File: src/design/nav_keyword_stream_parser_defines.svh
// Assertion macros for the navigation keyword stream parser.
// Used by the top level only; expects clk and rst in scope.
`ifndef NAV_KEYWORD_STREAM_PARSER_DEFINES_SVH
`define NAV_KEYWORD_STREAM_PARSER_DEFINES_SVH

// Condition must hold at every clock edge outside reset.
`define NKS_ASSERT_HOLDS(lbl, expr, msg) \
  lbl: assert property (@(posedge clk) disable iff (rst) (expr)) else $error(msg);

// Antecedent in one cycle implies consequent in the next.
`define NKS_ASSERT_NEXT(lbl, ante, cons, msg) \
  lbl: assert property (@(posedge clk) disable iff (rst) (ante) |=> (cons)) else $error(msg);

`endif

File: src/design/nks_pkg.sv
// Shared types, keyword table and byte classification for the keyword parser.
// No dependencies.
`default_nettype none

package nks_pkg;

  localparam int RING_DEPTH_DEF = 256;
  localparam int WORD_MAX_DEF   = 31;

  localparam int KW_COUNT   = 47;
  localparam int KW_MAX_LEN = 11;
  localparam int KW_TEXT_W  = KW_MAX_LEN * 8;

  typedef enum logic [2:0] {
    ACT_NONE     = 3'd0,
    ACT_NEXT     = 3'd1,
    ACT_PREV     = 3'd2,
    ACT_ACTIVATE = 3'd3,
    ACT_BACK     = 3'd4,
    ACT_TAB      = 3'd5,
    ACT_BACKTAB  = 3'd6
  } action_t;

  typedef struct packed {
    logic [3:0]           len;
    action_t              act;
    logic [KW_TEXT_W-1:0] text;   // right-aligned, zero padded on the left
  } kw_t;

  // Controls from the byte classifier to the word matcher
  typedef struct packed {
    logic       add_char;
    logic       end_word;
    logic [6:0] ch;
  } nks_word_ctl_t;

  // Status of the word under collection
  typedef struct packed {
    logic    open;
    action_t act;
  } nks_word_status_t;

  function automatic kw_t kw_make(action_t act, logic [KW_TEXT_W-1:0] text);
    kw_t e;
    e.len  = '0;
    e.act  = act;
    e.text = text;
    for (int i = 0; i < KW_MAX_LEN; i++) begin
      if (text[i*8 +: 8] != 8'h00) e.len = e.len + 4'd1;
    end
    return e;
  endfunction

  function automatic kw_t kw_entry(int k);
    kw_t e;
    e = kw_make(ACT_NONE, '0);
    case (k)
      0:  e = kw_make(ACT_NEXT, "next");
      1:  e = kw_make(ACT_NEXT, "cw");
      2:  e = kw_make(ACT_NEXT, "right");
      3:  e = kw_make(ACT_NEXT, "down");
      4:  e = kw_make(ACT_NEXT, "fwd");
      5:  e = kw_make(ACT_NEXT, "forward");
      6:  e = kw_make(ACT_NEXT, "inc");
      7:  e = kw_make(ACT_NEXT, "r");
      8:  e = kw_make(ACT_PREV, "prev");
      9:  e = kw_make(ACT_PREV, "ccw");
      10: e = kw_make(ACT_PREV, "left");
      11: e = kw_make(ACT_PREV, "up");
      12: e = kw_make(ACT_PREV, "rev");
      13: e = kw_make(ACT_PREV, "reverse");
      14: e = kw_make(ACT_PREV, "dec");
      15: e = kw_make(ACT_PREV, "l");
      16: e = kw_make(ACT_ACTIVATE, "activate");
      17: e = kw_make(ACT_ACTIVATE, "select");
      18: e = kw_make(ACT_ACTIVATE, "sel");
      19: e = kw_make(ACT_ACTIVATE, "ok");
      20: e = kw_make(ACT_ACTIVATE, "enter");
      21: e = kw_make(ACT_ACTIVATE, "push");
      22: e = kw_make(ACT_ACTIVATE, "press");
      23: e = kw_make(ACT_ACTIVATE, "click");
      24: e = kw_make(ACT_ACTIVATE, "fire");
      25: e = kw_make(ACT_ACTIVATE, "s");
      26: e = kw_make(ACT_ACTIVATE, "p");
      27: e = kw_make(ACT_BACK, "back");
      28: e = kw_make(ACT_BACK, "esc");
      29: e = kw_make(ACT_BACK, "escape");
      30: e = kw_make(ACT_BACK, "cancel");
      31: e = kw_make(ACT_BACK, "long");
      32: e = kw_make(ACT_BACK, "longpress");
      33: e = kw_make(ACT_BACK, "home");
      34: e = kw_make(ACT_BACK, "exit");
      35: e = kw_make(ACT_BACK, "b");
      36: e = kw_make(ACT_TAB, "tab");
      37: e = kw_make(ACT_TAB, "screen");
      38: e = kw_make(ACT_TAB, "screen\137next");
      39: e = kw_make(ACT_TAB, "page");
      40: e = kw_make(ACT_TAB, "page\137next");
      41: e = kw_make(ACT_TAB, "t");
      42: e = kw_make(ACT_BACKTAB, "tab\137prev");
      43: e = kw_make(ACT_BACKTAB, "screen\137prev");
      44: e = kw_make(ACT_BACKTAB, "page\137prev");
      45: e = kw_make(ACT_BACKTAB, "shift\137tab");
      46: e = kw_make(ACT_BACKTAB, "y");
      default: e = kw_make(ACT_NONE, '0);
    endcase
    return e;
  endfunction

  // Left-align keyword text so that character j sits at a fixed slot
  function automatic logic [KW_TEXT_W-1:0] kw_left(kw_t e);
    return e.text << ((KW_MAX_LEN - int'(e.len)) * 8);
  endfunction

  function automatic logic [6:0] to_lower(logic [6:0] c);
    if (c >= 7'h41 && c <= 7'h5A) return c + 7'h20;
    return c;
  endfunction

  function automatic action_t symbol_action(logic [7:0] b);
    action_t a;
    unique case (b)
      "+", ">": a = ACT_NEXT;
      "-", "<": a = ACT_PREV;
      "*", "!": a = ACT_ACTIVATE;
      "~", "^": a = ACT_BACK;
      default:  a = ACT_NONE;
    endcase
    return a;
  endfunction

  function automatic logic is_delimiter(logic [7:0] b);
    return (b == " ") || (b == 8'h09) || (b == 8'h0D) || (b == 8'h0A) ||
           (b == ",") || (b == ";");
  endfunction

  function automatic logic is_printable(logic [7:0] b);
    return (b >= 8'h21) && (b <= 8'h7E);
  endfunction

endpackage

`default_nettype wire

File: src/design/nav_keyword_stream_parser.sv
// Top level of the navigation keyword stream parser: byte classifier, action
// ring in RAM and result path. Depends on nks_pkg, nks_ram, nks_word_matcher,
// nks_out_queue and nav_keyword_stream_parser_defines.svh.
//
//   channel | handshake            | payload
//   --------+----------------------+-------------------------------
//   in      | in_valid / in_ready  | command[0], data_byte[7:0]
//   out     | out_valid / out_ready| action[2:0]
//
// A symbol byte that closes a word with a recognized action makes two ring
// writes, the word's action and then its own from a deferred slot while input
// is held, since the ring RAM has one write port. A take's result enters the
// result queue in the cycle after its transfer (RAM read) and transfers on out
// from there. in_ready drops while queued results plus a read in flight reach
// two, so takes back to back with out_ready high cannot all be taken
// without a pause. Reset clears the pointers and the word state at once; the
// ring RAM needs no clearing pass.
`default_nettype none
`include "nav_keyword_stream_parser_defines.svh"

module nav_keyword_stream_parser import nks_pkg::*; #(
  parameter int RING_DEPTH = RING_DEPTH_DEF,
  parameter int WORD_MAX   = WORD_MAX_DEF
) (
  input  wire logic       clk,
  input  wire logic       rst,
  input  wire logic       in_valid,
  output logic            in_ready,
  input  wire logic       command,
  input  wire logic [7:0] data_byte,
  output logic            out_valid,
  input  wire logic       out_ready,
  output logic [2:0]      action
);

  localparam int PTR_W = $clog2(RING_DEPTH);

  logic [PTR_W-1:0] wp;
  logic [PTR_W-1:0] rp;
  logic [PTR_W-1:0] wp_adv;
  logic [PTR_W-1:0] rp_adv;
  logic             pend;
  action_t          pend_act;
  logic             rd_valid;
  logic             rd_hit;

  logic             accept;
  logic             take;
  logic             byte_in;
  action_t          sym;
  logic             delim;
  logic             closes;
  logic             word_push;
  logic             push_req;
  action_t          push_act;
  logic             ring_full;
  logic             ram_we;
  logic [2:0]       ram_rdata;
  logic             ring_empty;
  logic [1:0]       q_level;
  logic [2:0]       occupancy;
  action_t          res_act;
  action_t          out_act;

  nks_word_ctl_t    wctl;
  nks_word_status_t wstat;

  function automatic logic [PTR_W-1:0] ring_advance(logic [PTR_W-1:0] p);
    return (p == PTR_W'(RING_DEPTH - 1)) ? '0 : p + PTR_W'(1);
  endfunction

  assign wp_adv     = ring_advance(wp);
  assign rp_adv     = ring_advance(rp);
  assign ring_full  = (wp_adv == rp);
  assign ring_empty = (rp == wp);

  // Hold input while a deferred symbol is written or queued results plus a read in flight reach two
  assign occupancy = {1'b0, q_level} + {2'b00, rd_valid};
  assign in_ready  = !pend && (occupancy < 3'd2);
  assign accept    = in_valid && in_ready;
  assign take      = accept && command;
  assign byte_in   = accept && !command;

  // Classify the byte
  assign sym    = symbol_action(data_byte);
  assign delim  = is_delimiter(data_byte);
  assign closes = byte_in && ((sym != ACT_NONE) || delim);

  assign wctl.end_word = closes;
  assign wctl.add_char = byte_in && is_printable(data_byte) && (sym == ACT_NONE);
  assign wctl.ch       = data_byte[6:0];

  assign word_push = closes && wstat.open && (wstat.act != ACT_NONE);

  // Select the ring write: deferred symbol, word action, then symbol
  always_comb begin
    priority if (pend) begin
      push_req = 1'b1;
      push_act = pend_act;
    end else if (word_push) begin
      push_req = 1'b1;
      push_act = wstat.act;
    end else if (byte_in && (sym != ACT_NONE)) begin
      push_req = 1'b1;
      push_act = sym;
    end else begin
      push_req = 1'b0;
      push_act = ACT_NONE;
    end
  end

  // Drop the newest action when the ring is full
  assign ram_we = push_req && !ring_full;

  // Pointers, deferred symbol and read tracking
  always_ff @(posedge clk) begin
    if (rst) begin
      wp       <= '0;
      rp       <= '0;
      pend     <= 1'b0;
      rd_valid <= 1'b0;
      rd_hit   <= 1'b0;
    end else begin
      if (ram_we) wp <= wp_adv;
      if (take && !ring_empty) rp <= rp_adv;
      pend     <= word_push && (sym != ACT_NONE);
      rd_valid <= take;
      rd_hit   <= take && !ring_empty;
    end
  end

  always_ff @(posedge clk) begin
    if (word_push) pend_act <= sym;
  end

  nks_ram #(
    .WIDTH (3),
    .DEPTH (RING_DEPTH)
  ) u_ring (
    .clk   (clk),
    .we    (ram_we),
    .waddr (wp),
    .wdata (push_act),
    .raddr (rp),
    .rdata (ram_rdata)
  );

  nks_word_matcher #(
    .WORD_MAX (WORD_MAX)
  ) u_match (
    .clk    (clk),
    .rst    (rst),
    .ctl    (wctl),
    .status (wstat)
  );

  assign res_act = rd_hit ? action_t'(ram_rdata) : ACT_NONE;

  nks_out_queue u_outq (
    .clk       (clk),
    .rst       (rst),
    .push      (rd_valid),
    .push_act  (res_act),
    .out_valid (out_valid),
    .out_ready (out_ready),
    .out_act   (out_act),
    .level     (q_level)
  );

  assign action = out_act;

  // Checks
  `NKS_ASSERT_HOLDS(a_occupancy, occupancy <= 3'd2, "result storage overrun")
  `NKS_ASSERT_NEXT(a_push_nonempty, ram_we, wp != rp, "ring empty after a write")
  `NKS_ASSERT_NEXT(a_take_reads, take, rd_valid, "take transfer without ring read")
  `NKS_ASSERT_NEXT(a_pend_blocks, word_push && (sym != ACT_NONE), !in_ready,
                   "input taken during deferred symbol write")

endmodule

`default_nettype wire

File: src/design/nks_ram.sv
// Generic single-write, single-read RAM with registered read data.
// No dependencies.
`default_nettype none

module nks_ram #(
  parameter int WIDTH = 3,
  parameter int DEPTH = 256
) (
  input  wire logic                     clk,
  input  wire logic                     we,
  input  wire logic [$clog2(DEPTH)-1:0] waddr,
  input  wire logic [WIDTH-1:0]         wdata,
  input  wire logic [$clog2(DEPTH)-1:0] raddr,
  output logic      [WIDTH-1:0]         rdata
);

  logic [WIDTH-1:0] mem [DEPTH];

  // Write port
  always_ff @(posedge clk) begin
    if (we) mem[waddr] <= wdata;
  end

  // Registered read port
  always_ff @(posedge clk) begin
    rdata <= mem[raddr];
  end

endmodule

`default_nettype wire

File: src/design/nks_word_matcher.sv
// Incremental keyword matcher: narrows a candidate set per received character.
// Depends on nks_pkg.
`default_nettype none

module nks_word_matcher import nks_pkg::*; #(
  parameter int WORD_MAX = WORD_MAX_DEF
) (
  input  wire logic             clk,
  input  wire logic             rst,
  input  wire nks_word_ctl_t    ctl,
  output nks_word_status_t      status
);

  localparam int LEN_W = $clog2(WORD_MAX + 1);

  logic [LEN_W-1:0]    word_length;
  logic [KW_COUNT-1:0] cand;
  logic [KW_COUNT-1:0] hit;
  logic [KW_COUNT-1:0] full_hit;
  logic [6:0]          lc;
  action_t             kw_act [KW_COUNT];

  assign lc = to_lower(ctl.ch);

  // Per keyword: compare the expected character at the current position
  for (genvar k = 0; k < KW_COUNT; k++) begin : g_kw
    localparam kw_t                  E = kw_entry(k);
    localparam logic [KW_TEXT_W-1:0] L = kw_left(E);
    logic [6:0] expect_ch;

    always_comb begin
      expect_ch = '0;
      for (int j = 0; j < KW_MAX_LEN; j++) begin
        if (word_length == LEN_W'(j)) expect_ch = L[(KW_MAX_LEN-1-j)*8 +: 7];
      end
      hit[k]      = (word_length < LEN_W'(E.len)) && (expect_ch == lc);
      full_hit[k] = cand[k] && (word_length == LEN_W'(E.len));
    end

    assign kw_act[k] = E.act;
  end

  // Pick the first keyword in table order that matches in full
  always_comb begin
    status.act = ACT_NONE;
    for (int k = KW_COUNT - 1; k >= 0; k--) begin
      if (full_hit[k]) status.act = kw_act[k];
    end
    status.open = (word_length != '0);
  end

  // Advance the word: restart on end, narrow candidates on a kept character
  always_ff @(posedge clk) begin
    if (rst) begin
      word_length <= '0;
      cand        <= '1;
    end else if (ctl.end_word) begin
      word_length <= '0;
      cand        <= '1;
    end else if (ctl.add_char && (word_length < LEN_W'(WORD_MAX))) begin
      word_length <= word_length + LEN_W'(1);
      cand        <= cand & hit;
    end
  end

endmodule

`default_nettype wire

File: src/design/nks_out_queue.sv
// Two-entry result queue: output register plus skid slot.
// Depends on nks_pkg.
`default_nettype none

module nks_out_queue import nks_pkg::*; (
  input  wire logic    clk,
  input  wire logic    rst,
  input  wire logic    push,
  input  wire action_t push_act,
  output logic         out_valid,
  input  wire logic    out_ready,
  output action_t      out_act,
  output logic [1:0]   level
);

  logic [1:0] cnt;
  action_t    slot0;
  action_t    slot1;
  logic       pop;

  assign pop       = out_valid && out_ready;
  assign out_valid = (cnt != 2'd0);
  assign out_act   = slot0;
  assign level     = cnt;

  // Occupancy count
  always_ff @(posedge clk) begin
    if (rst) begin
      cnt <= 2'd0;
    end else if (push && !pop) begin
      cnt <= cnt + 2'd1;
    end else if (pop && !push) begin
      cnt <= cnt - 2'd1;
    end
  end

  // Slot data: shift on pop, fill the first free slot on push
  always_ff @(posedge clk) begin
    unique case ({push, pop})
      2'b10: begin
        if (cnt == 2'd0) slot0 <= push_act;
        else             slot1 <= push_act;
      end
      2'b01: slot0 <= slot1;
      2'b11: begin
        if (cnt == 2'd1) begin
          slot0 <= push_act;
        end else begin
          slot0 <= slot1;
          slot1 <= push_act;
        end
      end
      default: ;
    endcase
  end

endmodule

`default_nettype wire
File: config.mk
export PLATFORM = sky130hd
export DESIGN_NAME = nav_keyword_stream_parser
export DESIGN_NICKNAME = d
export VERILOG_FILES = /design/src/design/nks_pkg.sv /design/src/design/nav_keyword_stream_parser.sv /design/src/design/nks_ram.sv /design/src/design/nks_word_matcher.sv /design/src/design/nks_out_queue.sv
export VERILOG_INCLUDE_DIRS = /design/src /design/src/design
export SDC_FILE = /design/constraint.sdc
export NUM_CORES = 1
export LEC_CHECK = 0
export ABC_AREA = 1
export BUFFER_PORTS_ARGS = -buffer_cell sky130_fd_sc_hd__buf_2
export CAP_MARGIN = 15
export CORE_UTILIZATION = 44
export DETAILED_ROUTE_END_ITERATION = 8
export PLACE_DENSITY = 0.68
export SLEW_MARGIN = 20
export SYNTH_ARGS = -nofsm -noshare
export SYNTH_HDL_FRONTEND = slang
export SYNTH_HIERARCHICAL = 1
export SYNTH_SLANG_ARGS = --single-unit
File: constraint.sdc
create_clock -name clk -period 12.97 [get_ports clk]
set_input_delay 0.6485 -clock clk [delete_from_list [all_inputs] [get_ports clk]]
set_output_delay 0.6485 -clock clk [all_outputs]
set_load 0.03 [all_outputs]
Word-level counts from Yosys, hierarchy flattened
Memory sizes are Yosys's and may differ from the RTL's. A register that Yosys moved wholly into a read port is not among the register bits.
Cells that the tools add are included.
{"block": "word_totals", "ram_bits": 768, "regBits": 82, "mem_count": 1, "word_cells": 787}
{"block": "classes", "eq_ne": 83, "muxes": 526, "addsub": 7, "order_cmp": 16, "reduce_logical": 142, "n_bitwise": 1}
{"memory": "u_ring.mem", "words": 256, "width": 3, "read_ports": 1, "rd_ports_with_merged_regs": 1, "write_ports": 1, "line_no": "nks_ram.sv:17", "source": "logic [WIDTH-1:0] mem [DEPTH];"}
{"operator": "two-way mux 7 bit", "n": 458}
{"operator": "== test 7 bit", "n": 47}
{"operator": "two-way mux 3 bit", "n": 55}
{"operator": "logical AND 1 bit", "n": 113}
{"operator": "== test 8 x 6 -> 1 bit (second input constant)", "n": 9}
{"operator": "bitwise AND 47 bit", "n": 1}
{"operator": "== test 8 x 4 -> 1 bit (second input constant)", "n": 3}
{"operator": "== test 5 x 3 -> 1 bit (second input constant)", "n": 4}
{"operator": "== test 5 x 4 -> 1 bit (second input constant)", "n": 4}
{"operator": "less-than comparator 5 x 3 -> 1 bit (second input constant)", "n": 4}
{"operator": "adder 8 x 1 -> 8 bit (second input constant)", "n": 2}
{"operator": "== test 8 x 7 -> 1 bit (second input constant)", "n": 2}
{"operator": "== test 8 bit", "n": 2}
{"operator": "== test 8 bit (second input constant)", "n": 2}
{"operator": "two-way mux 8 bit", "n": 2}
{"operator": "less-than comparator 5 x 4 -> 1 bit (second input constant)", "n": 3}
{"operator": "one-hot mux 3 bit (4 select lines)", "n": 1}
{"operator": "== test 5 x 2 -> 1 bit (second input constant)", "n": 2}
{"operator": "less-than comparator 5 x 2 -> 1 bit (second input constant)", "n": 2}
{"operator": "OR reduction 2 bit", "n": 5}
{"operator": "one-hot mux 3 bit (3 select lines)", "n": 1}
{"operator": "nonzero test 3 bit", "n": 3}
{"operator": "greater-or-equal comparator 8 x 6 -> 1 bit (second input constant)", "n": 1}
{"operator": "<= comparator 8 x 7 -> 1 bit (second input constant)", "n": 1}
{"operator": "other kinds (27)", "n": 48}

Logic depth before layout (Yosys ltp)
{"block": "logic_depth", "depth_word": 56, "mapped_depth": 23, "mapped_depth_nobuf": 21}

By module
Netlist, hierarchy kept.
{"module": "nks_ram", "instances": 1, "cells_per_inst": 2887, "seq_area_each_um2": 23122.2, "area_per_inst_um2": 32456.1}
{"module": "nks_word_matcher", "instances": 1, "cells_per_inst": 982, "seq_area_each_um2": 1041.0, "area_per_inst_um2": 5657.9}
{"module": "nav_keyword_stream_parser", "instances": 1, "cells_per_inst": 309, "seq_area_each_um2": 470.5, "area_per_inst_um2": 1974.4}
{"module": "nks_out_queue", "instances": 1, "cells_per_inst": 56, "seq_area_each_um2": 220.2, "area_per_inst_um2": 483.0}

Worst setup path after synthesis
Ideal clock, no wire load.
{"block": "synth_timing", "path_kind": "register -> register", "start": "register u_match.word_length[1]", "end": "memory u_ring.mem[0][0] (data pin)", "setup_ns": 1.518, "stages_incl_launch_ff": 17, "setup_slack_ns": 6.274, "required_time_ns": 11.452, "arrival_time_ns": 5.178, "cell_sequence": "dfxtp_1 inv_2 ha_1 inv_2 nor2_2 nand2_2 inv_2 o21ai_0 nand4_1 a211oi_1 nand2_1 nor3_1 inv_1 nand3_1 nand3_1 nand3_1 nand3_1"}
{"item": "from (decl)", "line_no": "nks_word_matcher.sv:16", "source": "logic [LEN_W-1:0] word_length;"}
{"item": "from (signal assigned)", "line_no": "nks_word_matcher.sv:61", "source": "word_length <= word_length + LEN_W'(1);"}
{"item": "to (decl)", "line_no": "nks_ram.sv:17"}

==> out/summary.txt <==
========================================================================================
Result of the run ......................................................... finished with violations
Failing checks ............................................................          DRC
Total setup buffers inserted after CTS ....................................            0
Actual transition at the worst max-transition pin .........................      1.22 ns
Family with the most delay on the worst path .............................. simple AND/OR/NAND/NOR gates
Proportion of synthesized chip area in sequential cells ...................        61.3%
Resized Gates After CTS ...................................................            0
Max_cap viols .............................................................            0
Endpoint of the worst register-to-register path ........................... u_ring/mem[62][2]
Number of placed instances, taps included .................................         5222
Total half-perimeter wirelength after legalization and detailed placement .     63500 um
Unique masters post-synth .................................................           52
Clk_skew ..................................................................    0.0441 ns
Clk slew on worst S/H paths ...............................................      0.06 ns
Max Root-Sink Buffers .....................................................            3
Biggest cell delay along the critical path ................................      0.88 ns
Number of enable flip-flop cells after synthesis ..........................          777
Largest fanout on the critical path .......................................           92
Unrepaired setup endpoints after global routing ...........................           no
Type of destination of the critical path ..................................    flip-flop
Aggregate global-route resource usage .....................................        22.8%
Endpoint of the worst hold-timing path ....................................     rd_valid
Hold Violations, Final ....................................................            0
Final critical delay including setup and external delays ..................      5.16 ns
FF-to-FF Start ............................................................ u_match/word_length[3]
Residual DRC count ........................................................            1
Later-pin clock latency in the skew report ................................      0.69 ns
Max Slew Vio Count ........................................................            0
Share of flip-flops with an asynchronous set or reset after synthesis .....           0%
Buffers added on ports ....................................................           17
Diodes inserted ...........................................................            0
Core Footprint ............................................................    91500 um2
Layout-stage area growth over the synthesis result ........................        8.39%
Global-route wire length before repair ....................................    166000 um
Total negative slack for setup checks .....................................         0 ns
Cell at the slowest stage of the critical path ............................ sky130_fd_sc_hd__buf_4
Synth top area share ......................................................        57.5%
Syn avg cell area .........................................................     9.58 um2
Vias in the first global route ............................................        29000
Worst setup slack for register-to-register paths ..........................      7.81 ns
P_leak ....................................................................    0.0158 uW
Share of the clock period used by the worst path ..........................        39.8%
Final WL ..................................................................    108000 um
Count of standard-cell rows ...............................................          111
Post-placement worst setup slack ..........................................      7.84 ns
Power density relative to cell area .......................................   135 nW/um2
CP Class .................................................................. flip-flop to flip-flop
Violation count after the first detailed-routing iteration ................         3113
Arrival time of data at the critical path endpoint ........................      5.46 ns
Compound-Gate Fraction of Synth Area ......................................        2.04%
Starting utilization of the core area .....................................        44.3%
Peak clock frequency supported by timing ..................................    0.194 GHz
Antenna violations before repair ..........................................            0
Die Outline Area ..........................................................    93400 um2
Ratio of cells with drive above 1 in the final layout .....................        7.60%
Overflow left after global routing ........................................            0
Avg Vias per Cell .........................................................         5.60
Number of buffers inserted by hold repair at cts ..........................            0
Hold Path Stages ..........................................................            3
Weighted congestion reported at the end of routability-driven placement ...        0.973
Cell count after synthesis ................................................         4234
Vertical extent of the die ................................................       306 um
Number of failing setup endpoints in the final timing report ..............            0
Hold path startpoint ......................................................      command
Peak supply drop ..........................................................   0.000101 V
Worst Setup Start Kind ....................................................    flip-flop
Share of cell area taken by muxes after synthesis .........................           0%
Worst path required time ..................................................     13.27 ns
Pin count of the biggest net entering global routing ......................          219
Count of warnings emitted by yosys ........................................            6
Number of clock sinks .....................................................          853
Drt first pass iters ......................................................            8
Via count of the routed design ............................................        30200
Area share of and/or/nand/nor cells after synthesis .......................        29.4%
Area share of fa/ha/maj cells after synthesis .............................       0.463%
Final layout net count ....................................................         4154
Dominant combinational cell family by area after synthesis ................ simple AND/OR/NAND/NOR gates
Worst reg2reg path depth ..................................................           15
Fin worst setup slack .....................................................      7.81 ns
Leading cell type in the layout, fill and taps excluded ................... sky130_fd_sc_hd__nand2_1
WL per Instance ...........................................................      20.0 um
XOR/XNOR share of the synthesized area ....................................        1.62%
CTS tree ..................................................................          yes
Ordered cell list for the critical path ................................... nor2_8 > nand3_4 > clkinv_1 > a22o_1 > nor3_1 > nand2_1 > nor3_1 > inv_1 > nand3_1 > and2_1 > nand3_4 > nand2_1 > o21ai_0 > nand2_4 > buf_4
Clock root cell ........................................................... sky130_fd_sc_hd__clkbuf_16
Final cell count without fillers ..........................................         5386
Dominant cell type by area after synthesis ................................ sky130_fd_sc_hd__edfxtp_1
Synthesis-stage register bit count ........................................          853
Most frequent cells in the layout ......................................... sky130_fd_sc_hd__nand2_1 (1293), sky130_fd_sc_hd__nand3_1 (855), sky130_fd_sc_hd__edfxtp_1 (777)
Antenna viol nets, final ..................................................            0
Die width .................................................................       306 um
Boundary Pins .............................................................           18
Class of the tightest hold or removal check ............................... input pin to flip-flop
Max_slew headroom .........................................................        18.5%
Total nets after synthesis ................................................         4262
Cell area after technology mapping ........................................    40600 um2
Synth top area cells ...................................................... sky130_fd_sc_hd__edfxtp_1 (58%), sky130_fd_sc_hd__nand2_1 (12%), sky130_fd_sc_hd__nand3_1 (11%)
CTS H-Tree Depth ..........................................................            3
Commonest register cell after synthesis ................................... sky130_fd_sc_hd__edfxtp_1
Total buffers and inverters traversed by the critical path ................            3
Clock buffer count from CTS ...............................................           88
========================================================================================
[worst max path at each step]
stage / start / endpoint / depth (start not counted)
after global placement: u_match/word_length[3] / u_ring/mem[76][2] / 16
after detailed placement: u_match/word_length[3] / u_ring/mem[76][2] / 15
after floorplan: u_match/word_length[1] / u_ring/mem[0][0] / 16
after CTS: u_match/word_length[3] / u_ring/mem[252][2] / 15
final: u_match/word_length[3] / u_ring/mem[62][2] / 15
after global routing: u_match/word_length[3] / u_ring/mem[223][2] / 17
[where the power goes]
| part | switching [uW] | total, uW | leakage, uW | internal [uW] |
|---|---|---|---|---|
| clock | 1070 | 2520 | 0.00140 | 1450 |
| sequential | 19.3 | 2990 | 0.00623 | 2970 |
| combinational | 320 | 449 | 0.00813 | 129 |
[layer usage]
metal	global-route usage [%]	up-vias	share of wire, %
met2	37.0	1294	46
met4	9.97	0	4.3
met1	30.4	14400	41
li1	-	14200	-
met5	0	-	0
met3	3.63	267	7.9
[through the flow]
step	cell area, um2	hold WS, ns	power [uW]	util (%)
after floorplan	40600	0.413	3380	-
after global placement	41000	0.428	3480	44.8
after detailed placement	41100	0.433	3490	44.9
after CTS	44000	0.237	5990	48.0
after global routing	44000	0.253	6150	48.0
final	44000	0.268	5960	48.0
[cell families (layout without fill, tap and decap cells)]
| group | Yosys count | in the layout |
|---|---|---|
| xor gates and xnor gates | 74 | 74 |
| buffers and inverters | 420 | 386 |
| adders and majority gates | 15 | 15 |
| DFF | 853 | 853 |
| AOI/OAI and AO/OA | 146 | 146 |
| and+or+nand+nor | 2726 | 2726 |
[sequential cells by signal, indices dropped and copies added (netlist names)]
name	flops
pend	1
pend_act	3
rd_hit	1
rd_valid	1
rp	8
u_match/cand	47
u_match/word_length	5
u_outq/level	2
u_outq/out_act	3
u_outq/slot1	3
u_ring/mem	768
u_ring/rdata	3
wp	8
[Yosys cell counts, drive strengths merged (4+ instances only)]
cell type	instances
a21oi	45
and2	4
buf	183
clkbuf	64
dfxtp	76
edfxtp	777
ha	15
inv	171
nand2	1338
nand3	871
nand3b	8
nand4	19
nor2	438
nor3	38
nor4	5
o211ai	8
o21ai	75
o22ai	5
xor2	71
[worst reg2reg max path, cell delays in order, from the launching register on]
cell and delay [ns]:
sky130_fd_sc_hd__dfxtp_1 0.62, sky130_fd_sc_hd__nor2_8 0.13, sky130_fd_sc_hd__nand3_4 0.26, sky130_fd_sc_hd__clkinv_1 0.36, sky130_fd_sc_hd__a22o_1 0.31, sky130_fd_sc_hd__nor3_1 0.22, sky130_fd_sc_hd__nand2_1 0.12, sky130_fd_sc_hd__nor3_1 0.42
sky130_fd_sc_hd__inv_1 0.09, sky130_fd_sc_hd__nand3_1 0.15, sky130_fd_sc_hd__and2_1 0.19, sky130_fd_sc_hd__nand3_4 0.11, sky130_fd_sc_hd__nand2_1 0.08, sky130_fd_sc_hd__o21ai_0 0.13, sky130_fd_sc_hd__nand2_4 0.65, sky130_fd_sc_hd__buf_4 0.91
[final cells by class]
cell class	count	area, um2
multi-input combinational	2961	13700
sequential	853	24900
clock inverter	52	582
tap	1186	1480
timing repair buffer	49	375
clock buffer	112	2330
inverter	173	677
fill	8365	47600
Note: power is estimated with default switching activity, not from simulation.
